===== config.mk =====
export PLATFORM = sky130hd
export DESIGN_NAME = etcf_ctrl
export DESIGN_NICKNAME = d
export VERILOG_FILES = /design/src/hw/rtl/etcf_pkg.sv /design/src/hw/rtl/etcf_ctrl.sv
export SDC_FILE = /design/constraint.sdc
export NUM_CORES = 1
export LEC_CHECK = 0
export ABC_AREA = 1
export BUFFER_PORTS_ARGS = -buffer_cell sky130_fd_sc_hd__buf_2
export CAP_MARGIN = 5
export CORE_AREA = 2 2 39 41
export DETAILED_ROUTE_END_ITERATION = 7
export DIE_AREA = 0 0 41 43
export GPL_ROUTABILITY_DRIVEN = 0
export MAX_ROUTING_LAYER = met4
export PLACE_DENSITY = 0.5
export SLEW_MARGIN = 40
export SYNTH_ARGS = -nofsm -noshare
export SYNTH_HDL_FRONTEND = slang
export SYNTH_SLANG_ARGS = --single-unit

===== constraint.sdc =====
create_clock -name clk -period 2.5 [get_ports clk]
set_input_delay 0.375 -clock clk [delete_from_list [all_inputs] [get_ports clk]]
set_output_delay 0.375 -clock clk [all_outputs]
set_load 0.01 [all_outputs]

===== src/hw/rtl/etcf_pkg.sv =====
`default_nettype none

package etcf_pkg;

    localparam int QUEUE_DEPTH = 2048;
    localparam int IDX_W       = $clog2(QUEUE_DEPTH);
    localparam int ENTRY_W     = 49;

    localparam logic [1:0] KIND_TICK    = 2'd0;
    localparam logic [1:0] KIND_CAPTURE = 2'd1;
    localparam logic [1:0] KIND_POP     = 2'd2;

    localparam logic [IDX_W-1:0] INDEX_RESET = IDX_W'(1);

    typedef struct packed {
        logic tick;       // count one timer wrap
        logic capture;    // overruns, falling edge, latch rising edge
        logic rise;       // handle latched rising edge
        logic pop_empty;  // load empty result
        logic pop_read;   // issue store read at read index
        logic pop_load;   // load popped entry into output register
    } etcf_cmd_t;

    typedef struct packed {
        logic empty;
    } etcf_status_t;

    // Ring index advance, wrapping at QUEUE_DEPTH
    function automatic logic [IDX_W-1:0] next_idx(input logic [IDX_W-1:0] i,
                                                  input logic [1:0] step);
        logic [IDX_W:0] sum;
        sum = {1'b0, i} + (IDX_W+1)'(step);
        if (sum >= (IDX_W+1)'(QUEUE_DEPTH))
        begin
            sum = sum - (IDX_W+1)'(QUEUE_DEPTH);
        end
        return sum[IDX_W-1:0];
    endfunction

endpackage

`default_nettype wire


===== src/hw/rtl/etcf_ctrl.sv =====
`default_nettype none

module etcf_ctrl (
    input  wire logic                  clk,
    input  wire logic                  rst_n,
    input  wire logic                  in_valid,
    input  wire logic [1:0]            in_kind,
    output logic                       in_stall,
    output logic                       out_valid,
    input  wire logic                  out_stall,
    input  wire etcf_pkg::etcf_status_t status,
    output etcf_pkg::etcf_cmd_t        cmd
);

    typedef enum logic [2:0] {
        ST_IDLE = 3'b001,
        ST_RISE = 3'b010,
        ST_READ = 3'b100
    } state_t;

    state_t state_reg;
    state_t state_next;
    logic   out_valid_reg;
    logic   out_valid_next;
    logic   accept;

    // Hold all requests while busy, and a pop while the last result is untaken
    assign in_stall  = (state_reg != ST_IDLE) ||
                       (out_valid_reg && (in_kind == etcf_pkg::KIND_POP));
    assign accept    = in_valid && !in_stall;
    assign out_valid = out_valid_reg;

    always_comb
    begin
        cmd.tick      = accept && (in_kind == etcf_pkg::KIND_TICK);
        cmd.capture   = accept && (in_kind == etcf_pkg::KIND_CAPTURE);
        cmd.pop_empty = accept && (in_kind == etcf_pkg::KIND_POP) && status.empty;
        cmd.pop_read  = accept && (in_kind == etcf_pkg::KIND_POP) && !status.empty;
        cmd.rise      = (state_reg == ST_RISE);
        cmd.pop_load  = (state_reg == ST_READ);
    end

    always_comb
    begin
        state_next = state_reg;
        unique case (state_reg)
            ST_IDLE:
            begin
                if (cmd.capture)
                begin
                    state_next = ST_RISE;
                end
                else if (cmd.pop_read)
                begin
                    state_next = ST_READ;
                end
            end
            ST_RISE: state_next = ST_IDLE;
            ST_READ: state_next = ST_IDLE;
            default: state_next = ST_IDLE;
        endcase
    end

    always_comb
    begin
        out_valid_next = out_valid_reg;
        if (cmd.pop_empty || cmd.pop_load)
        begin
            out_valid_next = 1'b1;
        end
        else if (out_valid_reg && !out_stall)
        begin
            out_valid_next = 1'b0;
        end
    end

    always_ff @(posedge clk or negedge rst_n)
    begin
        if (!rst_n)
        begin
            state_reg     <= ST_IDLE;
            out_valid_reg <= 1'b0;
        end
        else
        begin
            state_reg     <= state_next;
            out_valid_reg <= out_valid_next;
        end
    end

`ifndef SYNTHESIS
    a_read_gives_result: assert property (@(posedge clk) disable iff (!rst_n)
        (state_reg == ST_READ) |=> out_valid_reg)
        else $error("store read did not produce a result");

    a_rise_one_cycle: assert property (@(posedge clk) disable iff (!rst_n)
        (state_reg == ST_RISE) |=> (state_reg == ST_IDLE))
        else $error("rising edge step did not return to idle");

    a_pop_to_read: assert property (@(posedge clk) disable iff (!rst_n)
        cmd.pop_read |=> (state_reg == ST_READ))
        else $error("nonempty pop did not enter read");

    a_result_held: assert property (@(posedge clk) disable iff (!rst_n)
        (out_valid_reg && out_stall) |=> out_valid_reg)
        else $error("stalled result dropped");
`endif

endmodule

`default_nettype wire


### After elaboration in Yosys (flattened, before gate mapping)

Cells that the tools add are included.

* word-level logic and storage cells: 29
* bits in registers: 4

* eq/ne operators: 7
* multiplexer cells: 5
* reduce and logical (&&, ||, !) cells: 15

Operators with widths (number)
* $mux 3: 3
* $logic_and 1x1->1: 8
* $eq 3x1->1 const B: 1
* $eq 3x2->1 const B: 1
* $eq 3x3->1 const B: 1
* $logic_not 1->1: 3
* $ne 3x1->1 const B: 1
* $ne 3x3->1 const B: 1
* $eq 2x1->1 const B: 1
* $eq 2x2->1 const B: 1
* $logic_not 2->1: 1
* $logic_or 1x1->1: 2
* $mux 1: 2
* $reduce_bool 2->1: 1

### Depth between registers and ports, before layout

Gate-level depths: netlist of the first run.

* depth after elaboration: 10
* depth in mapped cells: 6
* mapped depth without buffers: 6

### Least setup slack after synthesis of the first run

No wires, ideal clock.

* path type: register to output
* start point: reg state_reg[0]
* end point: out cmd[5] (netlist name)
* arrival time: 1088 ps
* cell stages (with the launch flop): 5
* data required time: 2125 ps
* path slack: 1037 ps
* cells stage by stage: dfstp_2 -> nand2_2 -> nor2_4 -> nand3_2 -> nor3_1

RTL lines
* start, declared: line etcf_ctrl.sv:21 `state_t state_reg;`
* start signal, assigned: line etcf_ctrl.sv:86 `state_reg <= state_next;`
* end, declared: line etcf_ctrl.sv:12 `output etcf_pkg::etcf_cmd_t cmd`

==> results of run 1 <==
worst register-to-register path, cell delays in order, from the launching register on:
cell	delay [ps]
dfstp_2	540
nand2_2	70
nor2_4	130
nand3_2	120
nor2_2	130
nor2_2	50
final timing paths:
check,slack [ps],end
max in group asynchronous,1820,state_reg[0]
min in group asynchronous,470,out_valid
max,770,cmd[5]
min reg2reg,550,out_valid
min,320,state_reg[2]
max reg2reg,1400,state_reg[0]
metrics by stage:
stage / area [sq um] / std cells / util, % / setup WS [ps] / hold slack, ps
final: 367 / 62 / 26.5 / 768 / 324
after global routing: 367 / 62 / 26.5 / 650 / 318
after CTS: 367 / 62 / 26.5 / 737 / 313
after detailed placement: 330 / 57 / 23.9 / 994 / 185
after global placement: 330 / 57 / 23.9 / 1000 / 183
after floorplan: 240 / 27 / - / 1040 / 79.4
per-layer routing:
metal  track usage [%]  vias to the layer above  share of wire, %
met5                 -                        -                 0
met4              8.00                        0                 0
met3              2.09                        0                11
met2              9.69                        9                48
met1              8.14                       99                40
li1                  -                      123                 -
timing repair:
action / in CTS / in global routing
hold endpoints to repair: 3 / 0
endpoints found under the setup margin: 0 / 0
hold buffers: 1 / 0
layout make-up:
class                           count  area, sq um  share of cell area (%)
Multi-Input combinational cell     19          124                    33.8
Sequential cell                     4          101                    27.6
Clock buffer                        4         26.3                    7.17
Timing Repair Buffer               15         80.1                    21.8
Inverter                            4         15.0                    4.10
Tap cell                           16         20.0                    5.46
kinds of logic after synthesis:
logic type      share of synthesized area (%)
compound gates                           4.16
flops                                    42.2
buf+inv                                  6.25
simple gates                             47.4
synthesized netlist by cell type, drive strengths merged:
cell type  count  area share [%]
nor2           8              20
inv            4             6.2
nand2          4             7.3
dfrtp          3              31
nor3           2             4.2
a21oi          1             2.1
dfstp          1              11
nand3          1             4.2
nand4          1             8.9
nor3b          1             3.1
o21ai          1             2.1
where the power goes:
part | switching, mW | leakage, nW | total, mW | internal (mW)
logic | 0.0216 | 0.127 | 0.0376 | 0.0160
registers | 0.00273 | 0.0515 | 0.0720 | 0.0692
clock network | 0.0288 | 0.0150 | 0.0889 | 0.0600
==> impl_metrics.json, run 1 <==
{
  "period_share_pct": 69.3,
  "grt_pass1_wl_um": 807,
  "worstPathArrival_ps": 1360,
  "cp.depth": 5,
  "slew_headroom_pct": 84.1,
  "antenna_left": 0,
  "cts_resized": 0,
  "worst_hold_path_type": "input pin to register",
  "hold-path-cell-count": 2,
  "r2r_start": "state_reg[0]",
  "fin_tns_setup_ps": 0,
  "end_kind": "output port",
  "wl_per_cell_um": 8.06,
  "cp_top_family": "flip-flops",
  "hold_violations": 0,
  "layout_commonest_cell": "buf_2",
  "crit_required_ps": 2120,
  "htree_levels": 1,
  "clock-sinks": 4,
  "gr-total-overflow": 0,
  "cp_slowest_cell": "dfstp_2",
  "p_leak_nw": 0.193,
  "fill_cells": 161,
  "grtUsageTotal_pct": 7.44,
  "cts_tree": "done",
  "period_needed_ps": 1730,
  "cts_setup_buffers": 0,
  "num_vias": 231,
  "crit_path_start": "state_reg[0]",
  "die_w_um": 41,
  "setup_viol": 0,
  "mostFrequentLayoutCells": "14 x buf_2, 4 x inv_1, 4 x nor2_2",
  "synth_warnings": 0,
  "largest_reg_flops": 3,
  "num-nets-final": 54,
  "synth-seq-area-share_pct": 42.2,
  "cp_num_buf_inv": 1,
  "peakVddDrop_mv": 0.167,
  "syn_to_final_growth_pct": 52.6,
  "critical_path_peak_fanout": 3,
  "worstMarginPinSlew_ps": 238,
  "worstPathCellList": "nand2_2, nor2_4, nand3_2, nor3_1, buf_2",
  "r2r_cells": 5,
  "synth_seq_cells": 4,
  "crit_type": "register to output port",
  "power_density_nw_per_um2": 541,
  "rows": 14,
  "dieArea_sq_um": 1760,
  "antenna_found_initial": 0,
  "hpwl_um": 432,
  "slew_violations": 0,
  "syn_nets": 34,
  "ios": 15,
  "grt_pass1_vias": 224,
  "rsz0062_at_grt": "false",
  "worstSetupStartpointType": "register",
  "first_iter_violations": 0,
  "dr.pass1.iters": 1,
  "drv_cap": 0,
  "fin_skew_ps": 7.27,
  "postSynthAreaPerCell_sq_um": 8.90,
  "cts_root_buf": "clkbuf_4",
  "diodes": 0,
  "outcome": "finished clean",
  "max_freq_mhz": 577,
  "vias_per_cell": 3.73,
  "clk_path_buf_depth": 2,
  "grt_max_degree": 5,
  "initial_core_util_pct": 17.4,
  "coreArea_sq_um": 1380,
  "critPathMaxStageDelay_ps": 540,
  "synth_cells": 27,
  "cts_buffers": 3,
  "worstHoldStart": "status",
  "drc_errors": 0,
  "insertion_delay_ps": 240,
  "netlist_area_sq_um": 240,
  "die_y_um": 43,
  "routed_wl_um": 500,
  "drive_above_1_share_pct": 56.5,
  "port_buffers": 14,
  "clkSlewWorstSetupHoldPaths_ps": 40,
  "synthDistinctLibCells": 14,
  "power_uw": 198
}
No activity file was read; power rests on OpenSTA's default activity.
==> run 2, diff against run 1 <==
Clock period 2.5 ns to 1.6 ns, I/O delays scaled along.
==> run 2 against run 1 <==
  * The run now ends with setup timing left
  * Clock-buffer cell count did not move
  * Largest power group unchanged
  * Largest cell class unchanged
  * Sequential power rose by 56%
  * Via count rose by 18%
  * Worst hold slack got worse by 110 ps
==> impl_metrics.json, run 2 (synthesized netlist as in run 1, its figures left out) <==
{
  "outcome": "complete, but fails checks",
  "violations": "setup timing",
  "clkSlewWorstSetupHoldPaths_ps": 40,
  "dieArea_sq_um": 1760,
  "first_iter_violations": 2,
  "rsz0062_at_grt": "true",
  "antenna_left": 0,
  "worst_hold_path_type": "input pin to register",
  "vias_per_cell": 4.07,
  "clock-sinks": 4,
  "worst_slack_ps": -11.5,
  "wl_per_cell_um": 8.79,
  "end_kind": "output port",
  "slew_headroom_pct": 83.4,
  "layout_commonest_cell": "buf_2",
  "drive_above_1_share_pct": 62.7,
  "cts_buffers": 3,
  "period_needed_ps": 1610,
  "diodes": 0,
  "worstHoldStart": "status",
  "p_int_uw": 237,
  "grt_pass1_wl_um": 855,
  "power_density_nw_per_um2": 765,
  "insertion_delay_ps": 240,
  "switchingPower_uw": 90.0,
  "p_leak_nw": 0.219,
  "switching_share_pct": 27.5,
  "max_freq_mhz": 621,
  "cts_tree": "done",
  "dr.pass1.iters": 3,
  "initial_core_util_pct": 17.4,
  "drv_cap": 0,
  "hold_violations": 0,
  "grt_pass1_vias": 241,
  "final_cell_area_sq_um": 428,
  "critical_path_peak_fanout": 3,
  "mostFrequentLayoutCells": "13 x buf_2, 5 x buf_4, 4 x inv_1",
  "largest_reg_flops": 3,
  "antenna_found_initial": 0,
  "fin_skew_ps": 9.20,
  "coreArea_sq_um": 1380,
  "rows": 14,
  "routed_wl_um": 589,
  "crit_required_ps": 1360,
  "gr-total-overflow": 0,
  "slew_violations": 0,
  "port_buffers": 14,
  "peakVddDrop_mv": 0.280,
  "power_frac_clock_pct": 42.6,
  "hpwl_um": 439,
  "dpl-instance-area_sq_um": 330,
  "num-nets-final": 59,
  "ios": 15,
  "htree_levels": 1,
  "worstMarginPinSlew_ps": 248,
  "clk_path_buf_depth": 2,
  "worstSetupStartpointType": "register",
  "crit_type": "register to output port",
  "die_w_um": 41,
  "crit_path_start": "state_reg[0]",
  "r2r_start": "state_reg[0]",
  "drc_errors": 0,
  "die_y_um": 43,
  "syn_to_final_growth_pct": 78.1,
  "setup_viol": 2,
  "grt_max_degree": 5,
  "num_vias": 273,
  "power_frac_comb_pct": 23.1,
  "grtUsageTotal_pct": 7.65,
  "fin_tns_setup_ps": -17.6,
  "cts_root_buf": "clkbuf_4",
  "worstPathArrival_ps": 1370,
  "period_share_pct": 101,
  "seqPwrFrac_pct": 34.4
}
[run 2: changes by cell type in the layout (fill, tap and decap cells not counted), sizes merged]
cell	previous run	this run
buf	14	19
[run 2: worst max-delay path, stage by stage, from the launching register on]
cell	delay, ps
dfstp_2	530
nand2_2	60
nor2_4	170
nand4_4	140
nor2_4	140
buf_6	110
[run 2: final cells by class]
type | count | area (sq um)
well taps | 16 | 20.0
inverters | 4 | 15.0
fillers | 160 | 956
repair buffers | 20 | 124
multi-input cells | 19 | 141
flip-flops and latches | 4 | 101
clock buffers | 4 | 26.3
[run 2: per-layer routing]
layer	GRT usage [%]	vias to the layer above	share of wire [%]	wire length, um
met2	11.3	11	50	295
met5	-	-	0	0
met3	3.14	0	11	66
met1	7.52	127	38	226
li1	-	135	-	-
met4	6.00	0	0	0
[run 2: final timing paths]
path	endpoint	slack, ps	depth (start not counted)
setup / recovery	cmd[1]	-10	5
hold / removal	state_reg[2]	220	2
setup reg to reg	state_reg[2]	280	6
hold reg to reg	out_valid	570	2
max in group asynchronous	state_reg[0]	1050	2
min in group asynchronous	out_valid	330	2
[run 2: what timing repair did]
action	in CTS	in global routing
hold buffers	1	0
buffers inserted	2	3
pin swaps	1	4
setup endpoints to repair	3	4
gates resized for setup	1	3
hold endpoints to repair	4	0
[run 2: per-stage QoR]
step | setup slack (ps) | utilization [%] | power (mW) | cells | hold slack (ps)
global route | -94.2 | 30.9 | 0.351 | 67 | 218
global placement | 235 | 23.9 | 0.172 | 57 | 48.1
detailed placement | 233 | 23.9 | 0.173 | 57 | 48.4
finish | -11.5 | 30.9 | 0.327 | 67 | 217
CTS | -8.95 | 27.9 | 0.324 | 64 | 214
floorplan | 272 | - | 0.148 | 27 | -55.6
[run 2: power groups by stage]
stage,Sequential (mW),Combinational [mW],Clock [mW]
finish,0.112,0.0755,0.139
global route,0.113,0.0828,0.155
CTS,0.112,0.0658,0.146
detailed placement,0.114,0.0583,0
global placement,0.114,0.0580,0
floorplan,0.114,0.0336,0
